`config.mk`:
```
export PLATFORM = sky130hd
export DESIGN_NAME = app_scan
export DESIGN_NICKNAME = d
export VERILOG_FILES = /design/src/app_pkg.sv /design/src/app_scan.sv
export SDC_FILE = /design/constraint.sdc
export NUM_CORES = 1
export LEC_CHECK = 0
export ABC_CLOCK_PERIOD_IN_PS = 4100
export CAP_MARGIN = 20
export CORE_MARGIN = 2
export CORE_UTILIZATION = 64
export DETAILED_ROUTE_END_ITERATION = 16
export DONT_BUFFER_PORTS = 1
export PLACE_DENSITY = 0.79
export SYNTH_ARGS = -nofsm -noshare
export SYNTH_HDL_FRONTEND = slang
export SYNTH_SLANG_ARGS = --single-unit
```
`constraint.sdc`:
```
create_clock -name i_clk -period 4.1 [get_ports i_clk]
set_input_delay 0.82 -clock i_clk [delete_from_list [all_inputs] [get_ports i_clk]]
set_output_delay 0.82 -clock i_clk [all_outputs]
set_load 0.02 [all_outputs]
```
`src/app_pkg.sv`:
```
// shared types and constants for the average pixel predictor codec
// no dependencies; used by every other file of the block but app_line_mem
package app_pkg;

    localparam int MAX_WIDTH  = 4096;
    localparam int SAMPLE_W   = 9;
    localparam int PIXEL_W    = 8;
    localparam int CFG_IDX_W  = 2;
    localparam int CFG_DATA_W = 16;
    localparam int IMG_W_W    = 13;
    localparam int IMG_H_W    = 16;

    localparam logic [PIXEL_W-1:0] FIRST_PREDICTION = 8'd128;

    // configuration register indexes
    localparam logic [CFG_IDX_W-1:0] CFG_DECODE_MODE  = 2'd0;
    localparam logic [CFG_IDX_W-1:0] CFG_IMAGE_WIDTH  = 2'd1;
    localparam logic [CFG_IDX_W-1:0] CFG_IMAGE_HEIGHT = 2'd2;

    // position of one pixel inside the frame
    typedef struct packed {
        logic col_nz;
        logic row_nz;
        logic last;
    } t_pos;

endpackage

```
`src/app_scan.sv`:
```
// raster position counters: column and row, row end and frame end detection
// depends on app_pkg
module app_scan #(
    parameter int MAX_WIDTH = app_pkg::MAX_WIDTH,
    parameter int AW        = 12
) (
    input  logic                          i_clk,
    input  logic                          i_rst_n,
    input  logic                          i_adv,
    input  logic [app_pkg::IMG_W_W-1:0]   i_width,
    input  logic [app_pkg::IMG_H_W-1:0]   i_height,
    output logic [AW-1:0]                 o_addr,
    output app_pkg::t_pos                 o_pos
);

    logic [AW-1:0] r_col, n_col;
    logic [15:0]   r_row, n_row;
    logic [16:0]   col_p1, row_p1, w_eff, h_eff;
    logic          row_end, last;

    always_comb begin
        w_eff   = (i_width == '0) ? 17'd1 : 17'(i_width);
        if (w_eff > 17'(MAX_WIDTH)) begin
            w_eff = 17'(MAX_WIDTH);
        end
        h_eff   = (i_height == '0) ? 17'd1 : 17'(i_height);
        col_p1  = 17'(r_col) + 17'd1;
        row_p1  = 17'(r_row) + 17'd1;
        row_end = (col_p1 >= w_eff);
        last    = row_end && (row_p1 >= h_eff);
        if (last) begin
            n_col = '0;
            n_row = '0;
        end else if (row_end) begin
            n_col = '0;
            n_row = row_p1[15:0];
        end else begin
            n_col = col_p1[AW-1:0];
            n_row = r_row;
        end
    end

    always_ff @(posedge i_clk) begin
        if (!i_rst_n) begin
            r_col <= '0;
            r_row <= '0;
        end else if (i_adv) begin
            r_col <= n_col;
            r_row <= n_row;
        end
    end

    assign o_addr       = r_col;
    assign o_pos.col_nz = (r_col != '0);
    assign o_pos.row_nz = (r_row != '0);
    assign o_pos.last   = last;

endmodule

```
==> flow_summary.json, run 1 <==
{
  "outcome": "completed",
  "routed_via_density": 6.20,
  "worst_pin_slew_ns": 0.730,
  "period_minus_slack_ns": 3.94,
  "netlist_instances": 339,
  "p_leak_uw": 0.00122,
  "grt_max_degree": 28,
  "seq_area_frac_synth": 0.217,
  "rows": 23,
  "drt-total-wl_um": 6160,
  "drive_above_1_share": 0.121,
  "synthFlopType": "dfxtp_1",
  "synth.top_cell.area_share": 0.217,
  "wl_per_cell_um": 15.5,
  "period_share": 0.960,
  "crit_type": "reg2out",
  "die_w_um": 67.5,
  "cts_hold_repair.buffers": 0,
  "fin_ws_ns": 0.164,
  "use_met2": 0.517,
  "die_y_um": 67.5,
  "r2r-end": "r_row[6]",
  "cp.required_ns": 3.28,
  "grt.met3_usage": 0.0283,
  "antenna_found_initial": 0,
  "overflow": 0,
  "first_pass_iters": 4,
  "yosys.area.top_type": "dfxtp_1",
  "die-area_um2": 4550,
  "min-delay-start": "r_row[1]",
  "grt_pass1_vias": 2286,
  "setup_viol": 0,
  "gp_congestion": 0.890,
  "final_hold_viol_count": 0,
  "critPathCaptureType": "output port",
  "min_path_cells": 2,
  "rr_startpoint": "o_addr[7]",
  "p_per_area_nw_per_um2": 206,
  "grt_usage": 0.274,
  "fin_setup_tns_ns": 0,
  "drt_iter0_drc": 133,
  "yosysMostFrequentCell": "nand2_1",
  "synthTopCellsByCount": "nand2_1 (37), nand3_1 (35), ha_1 (33), a21oi_1 (29), dfxtp_1 (28)",
  "syn-mean-instance-area_um2": 7.61,
  "diodes": 0,
  "worstHoldEndpoint": "r_row[1]",
  "reg2reg_slack_ns": 0.81,
  "drc_errors": 0,
  "ys_ff_latch": 28,
  "cts.sinks": 28,
  "maxCapViolations": 0,
  "yosys_warnings": 0,
  "ant_nets": 0,
  "finClkSkew_ns": 0.00384,
  "synthArstFlopShare": 0,
  "io_pins": 47,
  "coreArea_um2": 3940,
  "hold_path.class": "reg2reg",
  "fmax_mhz": 254,
  "vias": 2457,
  "critPathArrivalTime_ns": 3.12,
  "cts_buffer_depth": 2,
  "synth_edf_count": 0,
  "slew_headroom": 0.510,
  "cts.clk_slew.worst_paths_ns": 0.10,
  "slew_viol_final": 0,
  "ys_types": 47,
  "root_buffer": "clkbuf_8",
  "synth_area_leaders": "dfxtp_1 (22%), ha_1 (16%), nand3_1 (6.8%)",
  "use_met1": 0.334,
  "dp_hpwl_um": 4840,
  "place_ws_ns": 0.315,
  "numCtsBuffers": 3,
  "grt-busiest-layer": "met2",
  "cp-start-kind": "flop",
  "tritoncts": "built",
  "cp_max_fo": 5,
  "htreeDepth": 1,
  "worst_skew_pair.late_latency_ns": 0.27,
  "area_growth_pct": 9.51,
  "synthesis.area_um2": 2580,
  "portBuffers": 0,
  "reg2reg_depth": 12,
  "grt_pass1_wl_um": 9780,
  "vdd_drop_max_v": 0.000183,
  "syn_nets": 404,
  "nets": 412,
  "start_util": 0.654
}
-- stage by stage --
step	total power [uW]	instances	cell area [um2]	util	hold WS [ns]
2_1_floorplan	355	339	2580	-	0.465
3_3_place_gp	367	386	2660	0.674	0.490
3_5_place_dp	369	386	2660	0.674	0.493
4_1_cts	582	390	2730	0.692	0.507
5_1_grt	607	396	2830	0.717	0.527
6_report	583	396	2830	0.717	0.500
-- placed cells by master (no fill, tap or decap), types with 3 or more instances in the layout --
| cell type | synthesis | routed |
|---|---|---|
| nand3_1 | 35 | 34 |
| a21oi_1 | 29 | 29 |
| clkbuf_8 | 0 | 3 |
| dfxtp_1 | 28 | 27 |
| a22oi_1 | 6 | 6 |
| ha_1 | 33 | 32 |
| o21ai_0 | 8 | 8 |
| nor4b_1 | 4 | 4 |
| nand2_1 | 37 | 37 |
| nand4b_1 | 3 | 3 |
| nor2_1 | 19 | 19 |
| and3_1 | 3 | 3 |
| xor2_1 | 9 | 9 |
| xnor2_1 | 16 | 15 |
| a311oi_1 | 5 | 5 |
| nor3_1 | 12 | 11 |
| inv_1 | 23 | 23 |
| nand4_1 | 9 | 9 |
| buf_4 | 4 | 22 |
| nor4_1 | 12 | 11 |
-- critical path, cell delays in order, from the launching register on --
cell     delay [ns]
dfxtp_1        0.39
ha_4           0.18
nand3_2        0.15
nor4_4         0.44
nand3_2        0.15
xnor2_2        0.16
ha_1           0.31
a21oi_1        0.13
nor2b_1        0.06
a311o_2        0.41
nor3_4         0.22
nor2_1         0.07
buf_4          0.16
-- sequential cells by signal, summed over array words and instances, names as in the netlist --
| name | count |
|---|---|
| o_addr | 12 |
| r_row | 16 |
-- worst max-delay path by stage --
| stage | start | to |
|---|---|---|
| final | r_row[0] | o_pos[0] |
| after global routing | o_addr[0] | o_pos[0] |
| after CTS | r_row[1] | o_pos[0] |
| after detailed placement | r_row[1] | o_pos[0] |
| after global placement | r_row[1] | o_pos[0] |
| after floorplan | r_row[0] | o_pos[0] |
-- layout make-up --
| cell class | instances | area [um2] |
|---|---|---|
| inverter | 24 | 90.1 |
| timing repair buffer | 22 | 165 |
| multi-input combinational | 268 | 1870 |
| tap | 50 | 62.6 |
| fill | 351 | 1120 |
| clock buffer | 3 | 41.3 |
| sequential | 28 | 562 |
| clock inverter | 1 | 30.0 |
-- timing repair --
action,CTS,global route
gates resized for setup,0,9
buffers inserted,0,6
endpoints found under the setup margin,1,1
pin swaps,1,2
endpoints found under the hold margin,0,0
-- routing by layer --
| layer | vias up | share of wire |
|---|---|---|
| li1 | 1235 | - |
| met1 | 1147 | 0.43 |
| met2 | 71 | 0.52 |
| met3 | 4 | 0.041 |
| met4 | 0 | 0.0055 |
| met5 | - | 0 |
-- report_power, final --
group | internal [uW] | total [uW] | switching, uW
clock network | 131 | 218 | 87.3
registers | 275 | 278 | 2.77
logic | 33.2 | 87.7 | 54.4
total | 439 | 583 | 145
-- kinds of logic after synthesis --
kind of cell / Yosys count / share of synthesized area
flip-flops: 28 / 0.217
AND/OR/NAND/NOR: 147 / 0.299
buffers and inverters: 43 / 0.0752
adder cells (fa/ha/maj): 33 / 0.160
AO/OA/AOI/OAI: 63 / 0.163
XOR/XNOR: 25 / 0.0849
No activity file was read; power rests on OpenSTA's default activity.
==> run 2, diff against run 1 <==
ABC_CLOCK_PERIOD_IN_PS = 4970   (was 4100)
CORE_UTILIZATION = 65   (was 64)
CTS_CLUSTER_DIAMETER = 50   (was default)
PLACE_DENSITY = 0.8   (was 0.79)
clock period = 4.97 ns   (was 4.1 ns; I/O delays follow)
==> run 2 against run 1 <==
Against the previous run:
- cell area fell by 7.8%
- die area decreased by 1.4%
- combinational power shrank 28%
- first-iteration DRC count grew 22%
- via count shrank 1.8%
==> flow_summary.json, run 2 (synthesis results as in run 1) <==
{
  "die-area_um2": 4490,
  "drt-total-wl_um": 6080,
  "grt-busiest-layer": "met2",
  "gp_congestion": 0.976,
  "swShare": 0.272,
  "drc_errors": 0,
  "rsz0062_at_grt": "false",
  "fin_setup_tns_ns": 0,
  "die_w_um": 67,
  "drt_iter0_drc": 162,
  "post_cts_buffers": 0,
  "p_per_area_nw_per_um2": 170,
  "p_leak_uw": 0.00109,
  "die_y_um": 67,
  "use_met2": 0.509,
  "final_cells": 374,
  "top_register": "r_row",
  "critPathCaptureType": "output port",
  "grt_usage": 0.288,
  "setup_viol": 0,
  "final_common_cell": "nand2_1",
  "maxCapViolations": 0,
  "numCtsBuffers": 3,
  "combPwrFrac": 0.143,
  "reg2reg_slack_ns": 0.96,
  "fillerInstances": 319,
  "period_minus_slack_ns": 4.59,
  "worst_pin_slew_ns": 0.873,
  "clockPowerShare": 0.328,
  "cp_max_fo": 8,
  "portBuffers": 0,
  "htreeDepth": 1,
  "worst_skew_pair.late_latency_ns": 0.28,
  "multi_input_area_um2": 1830,
  "rows": 22,
  "cts-resized-gates": 0,
  "vdd_drop_max_v": 0.000137,
  "wl_per_cell_um": 16.2,
  "cts_hold_repair.buffers": 0,
  "p_seq_frac": 0.529,
  "finClkSkew_ns": 0.00800,
  "crit_type": "reg2out",
  "routed_via_density": 6.45,
  "io_pins": 47,
  "root_buffer": "clkbuf_8",
  "cts_buffer_depth": 2,
  "largest_reg_flops": 16,
  "hold_path.class": "reg2reg",
  "switchingPower_uw": 121,
  "first_pass_iters": 4,
  "grt_pass1_vias": 2262,
  "place_inst": 370,
  "coreArea_um2": 3740,
  "vias": 2414,
  "slew_headroom": 0.418,
  "p_int_uw": 322,
  "fmax_mhz": 218,
  "diodes": 0,
  "slew_viol_final": 0,
  "cp.required_ns": 3.98,
  "cts.sinks": 28,
  "period_share": 0.923,
  "cts.clk_slew.worst_paths_ns": 0.10,
  "use_met1": 0.344,
  "ff_latch_area_um2": 561,
  "grt.met3_usage": 0.0507,
  "area_growth_pct": 1.02,
  "grt_max_degree": 28,
  "start_util": 0.689,
  "critPathArrivalTime_ns": 3.59,
  "grt_pass1_wl_um": 10000,
  "final_cell_mix": "nand2_1 (37), nand3_1 (35), ha_1 (33)",
  "antenna_found_initial": 0,
  "ant_nets": 0,
  "dp_hpwl_um": 4680,
  "drive_above_1_share": 0.0491,
  "nets": 392,
  "final_hold_viol_count": 0,
  "tritoncts": "built",
  "outcome": "completed",
  "cp-start-kind": "flop",
  "overflow": 0
}
run 2: final timing paths:
check        depth (start not counted)         end       from
min reg2reg                          2   r_row[11]  r_row[11]
max                                  9    o_pos[0]  o_addr[3]
min                                  2   r_row[11]  r_row[11]
max reg2reg                         12  o_addr[11]  o_addr[0]
run 2: area by class of cell:
class | instances | area share
Clock buffer | 4 | 0.0211
Inverter | 24 | 0.0346
Multi-Input combinational cell | 268 | 0.700
Sequential cell | 28 | 0.215
Tap cell | 48 | 0.0230
Timing Repair Buffer | 2 | 0.00576
run 2: routing by layer:
layer  routed length (um)  share of wire
met1                 2580           0.42
met2                 2930           0.48
met3                  436          0.072
met4                  129          0.021
met5                    0              0
run 2: power groups by stage:
stage	Clock (uW)	Combinational, uW	Sequential, uW
after floorplan	0	56.0	237
after global placement	0	61.0	239
after detailed placement	0	62.9	239
after CTS	148	63.0	234
after global routing	155	72.2	235
final	145	63.2	234
run 2: through the flow:
stage	total power [uW]	worst slack, ns	area, um2	hold WS [ns]	util
final	443	0.382	2610	0.518	0.696
after global routing	462	0.0438	2610	0.533	0.696
after CTS	445	0.406	2610	0.512	0.696
after detailed placement	302	0.722	2550	0.498	0.681
after global placement	300	0.888	2550	0.488	0.681
after floorplan	293	1.07	2580	0.465	-
run 2: critical path, cell delays in order, from the launching register on:
cell and delay [ns]:
dfxtp_1 0.61, nand2_1 0.14, nor4_1 0.63, and3_1 0.31, xor2_1 0.09, ha_1 0.32
nand4_1 0.14, nor3_1 0.58, a211oi_1 0.16, nor2_1 0.35
==> run 3, diff against run 2 <==
GPL_TIMING_DRIVEN = 0   (was default)
==> run 3 against run 2 <==
Against the previous run:
- clock power is essentially flat
- die area is the same
- flip-flop and latch count is the same
- clock skew shrank 0.0043 ns
- power grew 1.2%
- clock-buffer cell count is the same
- core utilization grew 2.5 points
- worst setup slack lost 0.065 ns
- fmax shrank 1.4%
- worst hold slack lost 0.019 ns
- largest power group unchanged
==> flow_summary.json, run 3 (synthesis results as in run 1) <==
{
  "cp_common_cell": "ha_1",
  "fin_setup_tns_ns": 0,
  "grt_max_degree": 16,
  "r2r-end": "r_row[1]",
  "numCtsBuffers": 3,
  "cts.sinks": 28,
  "p_int_uw": 325,
  "cp.required_ns": 3.98,
  "routed_via_density": 6.19,
  "crit_type": "reg2out",
  "period_share": 0.936,
  "rr_startpoint": "o_addr[0]",
  "rows": 22,
  "reg2reg_depth": 13,
  "p_seq_frac": 0.520,
  "dp_hpwl_um": 4710,
  "maxCapViolations": 0,
  "drt_iter0_drc": 125,
  "vias": 2420,
  "first_pass_iters": 4,
  "p_leak_uw": 0.00116,
  "htreeDepth": 1,
  "final_common_cell": "nand2_1",
  "cp-start-kind": "flop",
  "area_growth_pct": 4.70,
  "antenna_found_initial": 0,
  "drt-total-wl_um": 5790,
  "critPathArrivalTime_ns": 3.66,
  "ant_nets": 0,
  "grt_pass1_wl_um": 9520,
  "critPathCaptureType": "output port",
  "tritoncts": "built",
  "period_minus_slack_ns": 4.65,
  "cts_buffer_depth": 2,
  "slew_headroom": 0.567,
  "die_w_um": 67,
  "diodes": 0,
  "finClkSkew_ns": 0.00371,
  "vdd_drop_max_v": 0.000107,
  "crit_family": "simple AND/OR/NAND/NOR gates",
  "cts_hold_repair.buffers": 0,
  "hold_path.class": "reg2reg",
  "worst_skew_pair.late_latency_ns": 0.28,
  "final_cell_area_um2": 2700,
  "critPathBufInv": 2,
  "die-area_um2": 4490,
  "die_y_um": 67,
  "worst_pin_slew_ns": 0.645,
  "setup_viol": 0,
  "worstSetupStartpoint": "r_row[0]",
  "fmax_mhz": 215,
  "cp_slowest_stage_delay_ns": 0.46,
  "worstHoldEndpoint": "r_row[11]",
  "clockPowerShare": 0.324,
  "cp_max_fo": 10,
  "slew_viol_final": 0,
  "combPwrFrac": 0.156,
  "p_per_area_nw_per_um2": 166,
  "wl_per_cell_um": 14.8,
  "switchingPower_uw": 123,
  "coreArea_um2": 3740,
  "grt_usage": 0.278,
  "reg2reg_slack_ns": 1.14,
  "power_uw": 448,
  "cts.clk_slew.worst_paths_ns": 0.10,
  "outcome": "completed",
  "place_area_um2": 2640,
  "portBuffers": 0,
  "final_hold_viol_count": 0,
  "start_util": 0.689,
  "final_cells": 391,
  "cpMaxStageDelayCell": "dfxtp_1",
  "root_buffer": "clkbuf_8",
  "largest_reg_flops": 16,
  "min_path_cells": 2,
  "rsz0062_at_grt": "false",
  "worstPathCellList": "ha_1 > nand3_2 > nor4_4 > nand3_1 > xnor2_1 > ha_1 > a21oi_1 > nor2b_1 > a311o_2 > nor3_2 > buf_2 > nor2_1 > buf_4",
  "grt_pass1_vias": 2280,
  "drc_errors": 0,
  "io_pins": 47,
  "final_cell_mix": "nand2_1 (37), nand3_1 (35), ha_1 (33)",
  "place_inst": 387,
  "swShare": 0.275,
  "drive_above_1_share": 0.0816,
  "top_register": "r_row",
  "whs_ns": 0.499,
  "overflow": 0,
  "nets": 409,
  "min-delay-start": "r_row[11]",
  "gp_congestion": 0.873
}
run 3: cell count changes in the layout (fill, tap and decap cells not counted), sizes merged:
cell	previous run	this run
clkbuf	4	10
buf	2	13
run 3: layer usage:
layer	up-vias	wire length (um)	GRT usage
li1	1236	-	-
met1	1075	2400	0.310
met2	95	2880	0.519
met3	14	384	0.0389
met4	0	114	0.120
met5	-	0	0
run 3: repair_timing:
action                                  in CTS  in global routing
setup buffers                                0                  0
endpoints found under the setup margin       0                  1
resized for setup                            0                  1
run 3: worst reg2reg max path, cell delays in order, from the launching register on:
cell and delay, ns:
dfxtp_1 0.64, ha_1 0.30, nand3_1 0.19, nor3_1 0.35
nand2_1 0.11, xnor2_1 0.24, ha_1 0.29, a21oi_1 0.12
o21ai_0 0.20, a22o_1 0.31, a31oi_1 0.48, buf_2 0.33
nand2_1 0.09, a21oi_1 0.12
run 3: power by group through the flow:
stage	clock [uW]	sequential (uW)	combinational, uW
after global routing	156	233	80.7
after global placement	0	238	67.8
after detailed placement	0	238	71.1
final	145	233	70.0
after floorplan	0	237	56.0
after CTS	147	233	71.1
run 3: worst max path at each step:
stage | endpoint | slack (ns) | depth (start not counted)
floorplan | o_pos[0] | 1.07 | 13
global placement | o_pos[0] | 0.62 | 13
detailed placement | o_pos[0] | 0.64 | 13
CTS | o_pos[0] | 0.31 | 13
global route | o_pos[0] | 0.08 | 14
finish | o_pos[0] | 0.32 | 13
run 3: area by class of cell:
cell class	count	area, um2
Buffer	19	104
Clock buffer	4	55.1
Fill cell	326	1040
Inverter	24	90.1
Multi-Input combinational cell	268	1830
Sequential cell	28	561
Tap cell	48	60.1
run 3: per-stage QoR:
step                      setup slack [ns]   util
after global routing                0.0826  0.722
final                                0.317  0.722
after CTS                            0.307  0.720
after floorplan                       1.07      -
after global placement               0.621  0.705
after detailed placement             0.636  0.705
