$ cat config.mk
export PLATFORM = sky130hd
export DESIGN_NAME = app_calc
export DESIGN_NICKNAME = d
export VERILOG_FILES = /design/src/app_pkg.sv /design/src/app_calc.sv
export SDC_FILE = /design/constraint.sdc
export NUM_CORES = 1
export LEC_CHECK = 0
export ABC_CLOCK_PERIOD_IN_PS = 6650
export BUFFER_PORTS_ARGS = -buffer_cell sky130_fd_sc_hd__buf_2
export CAP_MARGIN = 40
export CORE_UTILIZATION = 59
export DETAILED_ROUTE_END_ITERATION = 8
export PLACE_DENSITY_LB_ADDON = 0.1
export SLEW_MARGIN = 25
export SYNTH_ARGS = -nofsm -noshare
export SYNTH_HDL_FRONTEND = slang
export SYNTH_SLANG_ARGS = --single-unit
$ cat constraint.sdc
create_clock -name vclk -period 6.65
set_input_delay 0.9975 -clock vclk [all_inputs]
set_output_delay 0.9975 -clock vclk [all_outputs]
set_load 0.02 [all_outputs]
$ cat src/app_pkg.sv
// shared types and constants for the average pixel predictor codec
// no dependencies; used by every other file of the block but app_line_mem
package app_pkg;

    localparam int MAX_WIDTH  = 4096;
    localparam int SAMPLE_W   = 9;
    localparam int PIXEL_W    = 8;
    localparam int CFG_IDX_W  = 2;
    localparam int CFG_DATA_W = 16;
    localparam int IMG_W_W    = 13;
    localparam int IMG_H_W    = 16;

    localparam logic [PIXEL_W-1:0] FIRST_PREDICTION = 8'd128;

    // configuration register indexes
    localparam logic [CFG_IDX_W-1:0] CFG_DECODE_MODE  = 2'd0;
    localparam logic [CFG_IDX_W-1:0] CFG_IMAGE_WIDTH  = 2'd1;
    localparam logic [CFG_IDX_W-1:0] CFG_IMAGE_HEIGHT = 2'd2;

    // position of one pixel inside the frame
    typedef struct packed {
        logic col_nz;
        logic row_nz;
        logic last;
    } t_pos;

endpackage

$ cat src/app_calc.sv
// prediction from left and upper neighbors, residual or reconstruction
// depends on app_pkg
module app_calc (
    input  logic                                i_decode,
    input  logic signed [app_pkg::SAMPLE_W-1:0] i_sample,
    input  logic [7:0]                          i_left,
    input  logic [7:0]                          i_above,
    input  app_pkg::t_pos                       i_pos,
    output logic [7:0]                          o_pix,
    output logic signed [app_pkg::SAMPLE_W-1:0] o_result
);

    logic [8:0]         avg;
    logic [7:0]         pred;
    logic signed [10:0] recon;
    logic signed [9:0]  resid;

    always_comb begin
        avg = (9'(i_left) + 9'(i_above) + 9'd1) >> 1;
        if (i_pos.col_nz && i_pos.row_nz) begin
            pred = avg[7:0];
        end else if (i_pos.col_nz) begin
            pred = i_left;
        end else if (i_pos.row_nz) begin
            pred = i_above;
        end else begin
            pred = app_pkg::FIRST_PREDICTION;
        end

        recon = 11'(i_sample) + $signed({3'b000, pred});
        resid = '0;
        if (i_decode) begin
            if (recon < 0) begin
                o_pix = 8'd0;
            end else if (recon > 11'sd255) begin
                o_pix = 8'd255;
            end else begin
                o_pix = recon[7:0];
            end
            o_result = $signed({1'b0, o_pix});
        end else begin
            // negative pixels clamp to zero
            o_pix    = i_sample[8] ? 8'd0 : i_sample[7:0];
            resid    = $signed({2'b00, o_pix}) - $signed({2'b00, pred});
            o_result = resid[8:0];
        end
    end

endmodule

==> results.sh, run 1 <==
export IMPL_totalWireLength_um=3574
export IMPL_hold_viol=0
export IMPL_place_gp_congestion=0.9218
export IMPL_drc=0
export IMPL_track_usage=0.2897
export IMPL_layout_commonest_cell="buf_2"
export IMPL_netlist_instances=213
export IMPL_overflow=0
export IMPL_pin_count=46
export IMPL_peakVddDrop_mv=0.08033
export IMPL_wl_per_cell_um=12.76
export IMPL_via_count=1662
export IMPL_syn2layout_area_growth_pct=16.03
export IMPL_final_cell_mix="45 x buf_2, 24 x ha_1, 21 x a21oi_1"
export IMPL_regArea_sq_um=0
export IMPL_crit_type="input pin to output pin"
export IMPL_dr_first_iter_drc_count=42
export IMPL_dieHeight_um=52.13
export IMPL_crit_arrival_ns=4.33
export IMPL_startpoint_type="input pin"
export IMPL_placed_cells=280
export IMPL_antenna_found_initial=0
export IMPL_design_die_area_sq_um=2718
export IMPL_hold_path_class="input pin to output pin"
export IMPL_drv_cap=0
export IMPL_grt_pass1_vias=1420
export IMPL_synth_cell_types=47
export IMPL_netlist_area_sq_um=1483
export IMPL_syn_num_nets=269
export IMPL_min_period_ns=5.327
export IMPL_dr_pass1_iters=4
export IMPL_n_antenna_cell=0
export IMPL_slew_headroom=0.6189
export IMPL_grt_max_degree=19
export IMPL_fp_row_count=17
export IMPL_design_seq_count=0
export IMPL_drive_gt1_frac=0.2222
export IMPL_yosysSeqAreaShare=0
export IMPL_min_path_cells=4
export IMPL_fmax_ghz=0.1877
export IMPL_fin_util=0.7489
export IMPL_period_share=0.8011
export IMPL_ctsResizeCount=0
export IMPL_tns_ns=0
export IMPL_portBuffers=45
export IMPL_grt_pass1_wl_um=6106
export IMPL_core_region_area_sq_um=2297
export IMPL_crit_required_ns=5.65
export IMPL_clock_buffers=0
export IMPL_stdcell_count=280
export IMPL_fin_ws_ns=1.323
export IMPL_status="completed"
export IMPL_crit_fanout=4
export IMPL_finalPower_uw=243.3
export IMPL_postCtsSetupRepairBufs=0
export IMPL_yosys_warnings=0
export IMPL_setup_viol=0
export IMPL_power_density_nw_per_um2=141.4
export IMPL_avgSynthCellArea_sq_um=6.961
export IMPL_detail_route_antenna_nets=0
export IMPL_nets=310
export IMPL_dp_hpwl_um=3083
export IMPL_final_fill_count=210
export IMPL_die_w_um=52.13
export IMPL_start_util=0.6454
export IMPL_via_per_inst=5.936
export IMPL_dp_slack_ns=1.308
export IMPL_rsz0062_at_grt="no"
export IMPL_cp_end_kind="output pin"
export IMPL_ctsHoldBuffers=0
export IMPL_power_leakage_uw=0.0008443
export IMPL_slew_viol_final=0
export IMPL_worstMarginPinSlew_ns=0.5705
power by group:
group,switching [uW],total (uW),internal (uW)
combinational,142,243,102
clock,0,0,0
sequential,0,0,0
total,142,243,102
cell usage after synthesis, types with 2 or more instances:
library cell,n,share of area
a31oi_1,3,0.013
ha_1,24,0.20
a31o_1,2,0.012
a21o_1,5,0.025
a21oi_1,21,0.071
mux2i_1,3,0.020
clkbuf_1,6,0.015
o21ai_0,5,0.017
o21a_1,3,0.015
xnor2_1,7,0.041
fa_1,3,0.041
nor2_1,19,0.048
o221ai_1,2,0.012
o211ai_1,3,0.015
nand2_1,12,0.030
o21ai_1,15,0.051
a211oi_1,2,0.010
inv_1,14,0.035
a22o_1,4,0.024
nand2b_1,9,0.038
xor2_1,6,0.035
o22ai_1,6,0.025
nor2b_1,10,0.042
nor3_1,5,0.017
a22oi_1,2,0.010
critical path: stages:
cell	delay, ns
buf_2	0.10
inv_1	0.06
fa_1	0.46
nor2b_1	0.13
o21a_1	0.14
o21ai_1	0.10
a2111oi_0	0.47
o21ai_1	0.14
a31oi_1	0.23
ha_1	0.30
inv_1	0.08
a21oi_1	0.07
o22a_1	0.27
nor3_2	0.29
o21ai_1	0.17
o211ai_1	0.14
buf_2	0.19
layer usage:
layer | share of wire | track usage | vias up
met2 | 0.50 | 0.5491 | 46
li1 | - | - | 873
met5 | 0 | 0 | -
met1 | 0.45 | 0.3795 | 743
met3 | 0.046 | 0.005848 | 0
met4 | 0 | 0.008772 | 0
cells by family after synthesis:
family	after synthesis	synth area share
AO/OA/AOI/OAI	84	0.3713
AND/OR/NAND/NOR	64	0.2279
adder cells (fa/ha/maj)	27	0.2430
buffers and inverters	21	0.05316
XOR/XNOR	13	0.07679
multiplexers	4	0.02785
through the flow:
step	instance area, sq um	hold WS (ns)
6_report	1720	2.423
5_1_grt	1720	2.464
4_1_cts	1720	2.425
3_5_place_dp	1720	2.425
3_3_place_gp	1720	2.419
2_1_floorplan	1483	2.262
area by class of cell:
| type | count | area [sq um] | share of cell area |
|---|---|---|---|
| inverter | 15 | 56.30 | 0.03273 |
| timing repair buffer | 45 | 225.2 | 0.1309 |
| multi-input combinational | 192 | 1404 | 0.8160 |
| tap | 28 | 35.03 | 0.02036 |
path summary, 6_finish.rpt:
path         from           to
min   i_sample[0]     o_pix[0]
max     i_left[1]  o_result[5]
Note: power is estimated with default switching activity, not from simulation.
==> inputs of run 2 (changes only) <==
--- a/config.mk
+++ b/config.mk
@@ -5,10 +5,10 @@
 export SDC_FILE = /design/constraint.sdc
 export NUM_CORES = 1
 export LEC_CHECK = 0
-export ABC_CLOCK_PERIOD_IN_PS = 6650
+export ABC_CLOCK_PERIOD_IN_PS = 5300
 export BUFFER_PORTS_ARGS = -buffer_cell sky130_fd_sc_hd__buf_2
 export CAP_MARGIN = 40
-export CORE_UTILIZATION = 59
+export CORE_UTILIZATION = 55
 export DETAILED_ROUTE_END_ITERATION = 8
 export PLACE_DENSITY_LB_ADDON = 0.1
 export SLEW_MARGIN = 25
==> constraint.sdc (replaced) <==
create_clock -name vclk -period 5.3
set_input_delay 0.795 -clock vclk [all_inputs]
set_output_delay 0.795 -clock vclk [all_outputs]
set_load 0.02 [all_outputs]
==> run 2 against run 1 <==
Net effect:
- global-route usage down 3.8 points
- cell count is 1.1% higher
- cell area grew 0.58%
- setup slack worse by 0.89 ns
- critical path depth unchanged
- combinational power increased by 26%
- via count about the same
- utilization is 6.3 points lower
- routed wire length decreased by 1.7%
- total power grew 25%
==> results.sh, run 2 (synthesis results as in run 1) <==
export IMPL_nets=311
export IMPL_period_share=0.9187
export IMPL_drv_cap=0
export IMPL_syn2layout_area_growth_pct=16.71
export IMPL_dr_first_iter_drc_count=21
export IMPL_n_antenna_cell=0
export IMPL_crit_type="input pin to output pin"
export IMPL_grt_max_degree=19
export IMPL_place_gp_congestion=0.8437
export IMPL_ctsHoldBuffers=0
export IMPL_clock_buffers=0
export IMPL_track_usage=0.2516
export IMPL_totalWireLength_um=3512
export IMPL_crit_fanout=4
export IMPL_dp_hpwl_um=3004
export IMPL_crit_required_ns=4.51
export IMPL_setup_viol=0
export IMPL_peakVddDrop_mv=0.1054
export IMPL_regArea_sq_um=0
export IMPL_detail_route_antenna_nets=0
export IMPL_start_util=0.5878
export IMPL_hold_viol=0
export IMPL_min_path_cells=4
export IMPL_portBuffers=45
export IMPL_wl_per_cell_um=12.41
export IMPL_worstSetupStartpoint="i_left[1]"
export IMPL_hold_path_class="input pin to output pin"
export IMPL_grt_pass1_vias=1389
export IMPL_via_per_inst=5.869
export IMPL_layout_commonest_cell="buf_2"
export IMPL_power_density_nw_per_um2=176.5
export IMPL_cp_endpoint="o_result[5]"
export IMPL_design_die_area_sq_um=2907
export IMPL_final_fill_count=254
export IMPL_die_w_um=53.92
export IMPL_grt_pass1_wl_um=5575
export IMPL_status="completed"
export IMPL_drive_gt1_frac=0.2253
export IMPL_slew_viol_final=0
export IMPL_fp_row_count=18
export IMPL_dieHeight_um=53.92
export IMPL_dr_pass1_iters=4
export IMPL_postCtsSetupRepairBufs=0
export IMPL_fmax_ghz=0.2054
export IMPL_rsz0062_at_grt="no"
export IMPL_cp_end_kind="output pin"
export IMPL_ctsResizeCount=0
export IMPL_final_cell_mix="45 x buf_2, 24 x ha_1, 21 x a21oi_1"
export IMPL_multi_input_area_sq_um=1404
export IMPL_worstMarginPinSlew_ns=0.3812
export IMPL_crit_arrival_ns=4.07
export IMPL_power_leakage_uw=0.0008494
export IMPL_startpoint_type="input pin"
export IMPL_min_period_ns=4.869
export IMPL_placed_cells=283
export IMPL_drc=0
export IMPL_via_count=1661
export IMPL_slew_headroom=0.7393
export IMPL_stdcell_count=283
export IMPL_core_region_area_sq_um=2522
export IMPL_design_seq_count=0
export IMPL_overflow=0
export IMPL_pin_count=46
export IMPL_tns_ns=0
export IMPL_antenna_found_initial=0
[run 2: changes by cell type in the layout (fill, tap and decap cells not counted)]
cell	previous run	this run
buf_4	0	1
[run 2: worst min-delay path by stage]
| stage | from | endpoint | slack [ns] |
|---|---|---|---|
| 2_1_floorplan | i_sample[0] | o_pix[0] | 1.86 |
| 3_3_place_gp | i_sample[0] | o_pix[0] | 2.01 |
| 3_5_place_dp | i_sample[0] | o_pix[0] | 2.02 |
| 4_1_cts | i_sample[0] | o_pix[0] | 2.02 |
| 5_1_grt | i_sample[0] | o_pix[0] | 2.08 |
| 6_report | i_sample[0] | o_pix[0] | 2.03 |
[run 2: layout make-up]
| type | instances | area share |
|---|---|---|
| tap | 30 | 0.02169 |
| inverter | 15 | 0.03254 |
| timing repair buffer | 46 | 0.1345 |
| multi-input combinational | 192 | 0.8113 |
[run 2: routing by layer]
metal	track usage	up-vias	share of wire
met1	0.3245	747	0.48
met2	0.4877	47	0.48
met4	0	0	0
li1	-	867	-
met5	0	-	0
met3	0	0	0.045
[run 2: worst max-delay path, cell delays in order]
cell and delay (ns):
buf_2 0.10, inv_1 0.06, fa_1 0.45, nor2b_1 0.12, o21a_1 0.13, o21ai_1 0.10
a21oi_1 0.19, mux2i_1 0.12, a221o_1 0.29, ha_1 0.33, o21ai_1 0.18, a21oi_1 0.14
o22a_1 0.27, nor3_2 0.30, o21ai_1 0.17, o211ai_1 0.15, buf_2 0.19
[run 2: power by group]
part | internal, uW | switching [uW]
Clock | 0 | 0
Combinational | 128 | 177
Sequential | 0 | 0
[run 2: stage by stage]
| stage | hold slack, ns | utilization | area, sq um | setup WS, ns | power [uW] |
|---|---|---|---|---|---|
| floorplan | 1.857 | - | 1483 | 0.8662 | 230.5 |
| global placement | 2.010 | 0.6860 | 1730 | 0.4500 | 300.3 |
| detailed placement | 2.023 | 0.6860 | 1730 | 0.4710 | 303.1 |
| CTS | 2.024 | 0.6860 | 1730 | 0.4598 | 304.6 |
| global route | 2.085 | 0.6860 | 1730 | 0.2020 | 338.6 |
| finish | 2.025 | 0.6860 | 1730 | 0.4308 | 305.3 |
==> inputs of run 3 (changes only) <==
--- a/config.mk
+++ b/config.mk
@@ -8,9 +8,11 @@
 export ABC_CLOCK_PERIOD_IN_PS = 5300
 export BUFFER_PORTS_ARGS = -buffer_cell sky130_fd_sc_hd__buf_2
 export CAP_MARGIN = 40
-export CORE_UTILIZATION = 55
+export CORE_ASPECT_RATIO = 1.25
+export CORE_UTILIZATION = 50
 export DETAILED_ROUTE_END_ITERATION = 8
 export PLACE_DENSITY_LB_ADDON = 0.1
+export SETUP_SLACK_MARGIN = 0.3
 export SLEW_MARGIN = 25
 export SYNTH_ARGS = -nofsm -noshare
 export SYNTH_HDL_FRONTEND = slang
==> run 3 against run 2 <==
Net effect:
- first-iteration DRC count is 76% higher
- fmax is 0.67% lower
- cell area is 3.2% higher
- hold slack worse by 0.018 ns
- setup slack worse by 0.033 ns
- count of clock-buffer cells in the layout stayed put
- cell count is 2.1% higher
- total power is 4.3% higher
- sequential cell count stayed put
- global-route usage is 0.60 points lower
- routed wire length is 8.3% higher
- highest routed layer is now met4
==> results.sh, run 3 (synthesis results as in run 1) <==
export IMPL_slew_viol_final=0
export IMPL_internal_power_uw=133.1
export IMPL_power_leakage_uw=0.0008636
export IMPL_slew_headroom=0.7566
export IMPL_via_per_inst=5.803
export IMPL_overflow=0
export IMPL_design_seq_count=0
export IMPL_critPathSlowestCell="fa_1"
export IMPL_stdcell_count=289
export IMPL_dr_first_iter_drc_count=37
export IMPL_grt_pass1_wl_um=6513
export IMPL_status="completed"
export IMPL_multi_input_area_sq_um=1439
export IMPL_grt_pass1_vias=1605
export IMPL_cp_end_kind="output pin"
export IMPL_seq_power_share=0
export IMPL_via_count=1677
export IMPL_start_util=0.5374
export IMPL_min_period_ns=4.902
export IMPL_met3_length_um=75
export IMPL_min_path_cells=4
export IMPL_fp_row_count=21
export IMPL_crit_required_ns=4.51
export IMPL_crit_family="compound AO/OA/AOI/OAI gates"
export IMPL_nets=313
export IMPL_p_switching_uw=185.3
export IMPL_portBuffers=45
export IMPL_drv_cap=0
export IMPL_antenna_found_initial=0
export IMPL_dr_pass1_iters=4
export IMPL_peakVddDrop_mv=0.08222
export IMPL_pwr_share_comb=1.000
export IMPL_p_sw_frac=0.5819
export IMPL_tns_ns=0
export IMPL_fmax_ghz=0.2040
export IMPL_dp_hpwl_um=3096
export IMPL_totalWireLength_um=3803
export IMPL_min_to="o_pix[0]"
export IMPL_wl_per_cell_um=13.16
export IMPL_final_cell_mix="45 x buf_2, 24 x ha_1, 19 x nor2_1"
export IMPL_die_w_um=50.71
export IMPL_layout_commonest_cell="buf_2"
export IMPL_grt_max_degree=19
export IMPL_critical_path_max_stage_delay_ns=0.45
export IMPL_design_die_area_sq_um=3189
export IMPL_route_met2_wl_um=1976
export IMPL_crit_arrival_ns=4.11
export IMPL_final_fill_count=291
export IMPL_wirelength_met1_um=1714
export IMPL_syn2layout_area_growth_pct=20.42
export IMPL_hold_path_class="input pin to output pin"
export IMPL_highest_layer="met4"
export IMPL_worstMarginPinSlew_ns=0.3620
export IMPL_regArea_sq_um=0
export IMPL_n_antenna_cell=0
export IMPL_path_buf_inv=4
export IMPL_setup_viol=0
export IMPL_place_gp_congestion=0.8663
export IMPL_startpoint_type="input pin"
export IMPL_track_usage=0.2456
export IMPL_rsz0062_at_grt="yes"
export IMPL_path_cells="buf_2 > inv_1 > fa_1 > nor2b_1 > o21a_1 > o21ai_2 > a21oi_2 > mux2i_1 > a221o_1 > ha_1 > o21ai_1 > a21oi_2 > o22a_1 > nor3_4 > nor3_4 > buf_4 > o21ai_1 > buf_2"
export IMPL_crit_fanout=4
export IMPL_clock_buffers=0
export IMPL_period_share=0.9249
export IMPL_dieHeight_um=62.89
export IMPL_core_region_area_sq_um=2759
export IMPL_crit_type="input pin to output pin"
export IMPL_placed_cells=287
export IMPL_drive_gt1_frac=0.2510
export IMPL_min_delay_start="i_sample[0]"
export IMPL_clkPwrFrac=0
export IMPL_drc=0
export IMPL_pin_count=46
export IMPL_hold_viol=0
export IMPL_detail_route_antenna_nets=0
export IMPL_power_density_nw_per_um2=178.3
run 3: per-stage QoR:
step	worst slack (ns)	hold WS (ns)	power (uW)	util	area (sq um)
after floorplan	0.8662	1.857	230.5	-	1483
after global routing	0.2183	2.032	351.8	0.6472	1785
after detailed placement	0.3617	2.009	304.7	0.6290	1735
after global placement	0.4088	2.007	302.8	0.6290	1735
after CTS	0.3495	2.009	306.7	0.6290	1735
final	0.3978	2.007	318.4	0.6472	1785
run 3: power groups by stage:
stage	logic, uW	clock network (uW)	registers (uW)
after detailed placement	305	0	0
after floorplan	230	0	0
final	318	0	0
after global routing	352	0	0
after global placement	303	0	0
after CTS	307	0	0
run 3: tightest hold or removal path, delay by kind of cell:
family	cells	cell delay (ns)
AOI/OAI and AO/OA	2	0.16
buffers and inverters	2	0.26
run 3: what timing repair did:
item | CTS | global route
endpoints found under the setup margin | 0 | 15
hold buffers | 0 | 0
buffers inserted | 0 | 2
gates resized for setup | 0 | 8
run 3: worst max path at each step:
stage	slack [ns]	endpoint	cells past startpoint	from
2_1_floorplan	0.87	o_result[1]	15	i_left[1]
3_3_place_gp	0.41	o_result[5]	17	i_left[1]
3_5_place_dp	0.36	o_result[5]	17	i_left[1]
4_1_cts	0.35	o_result[5]	17	i_left[1]
5_1_grt	0.22	o_pix[5]	18	i_left[1]
6_report	0.40	o_pix[5]	18	i_left[1]
run 3: metal layers:
| layer | up-vias | GRT usage |
|---|---|---|
| li1 | 869 | - |
| met1 | 770 | 0.2967 |
| met2 | 34 | 0.4850 |
| met3 | 4 | 0 |
| met4 | 0 | 0.02083 |
| met5 | - | 0 |
run 3: area by class of cell:
| type | instances | share of cell area |
|---|---|---|
| tap | 34 | 0.02383 |
| multi-input combinational | 192 | 0.8059 |
| inverter | 15 | 0.03153 |
| timing repair buffer | 48 | 0.1388 |
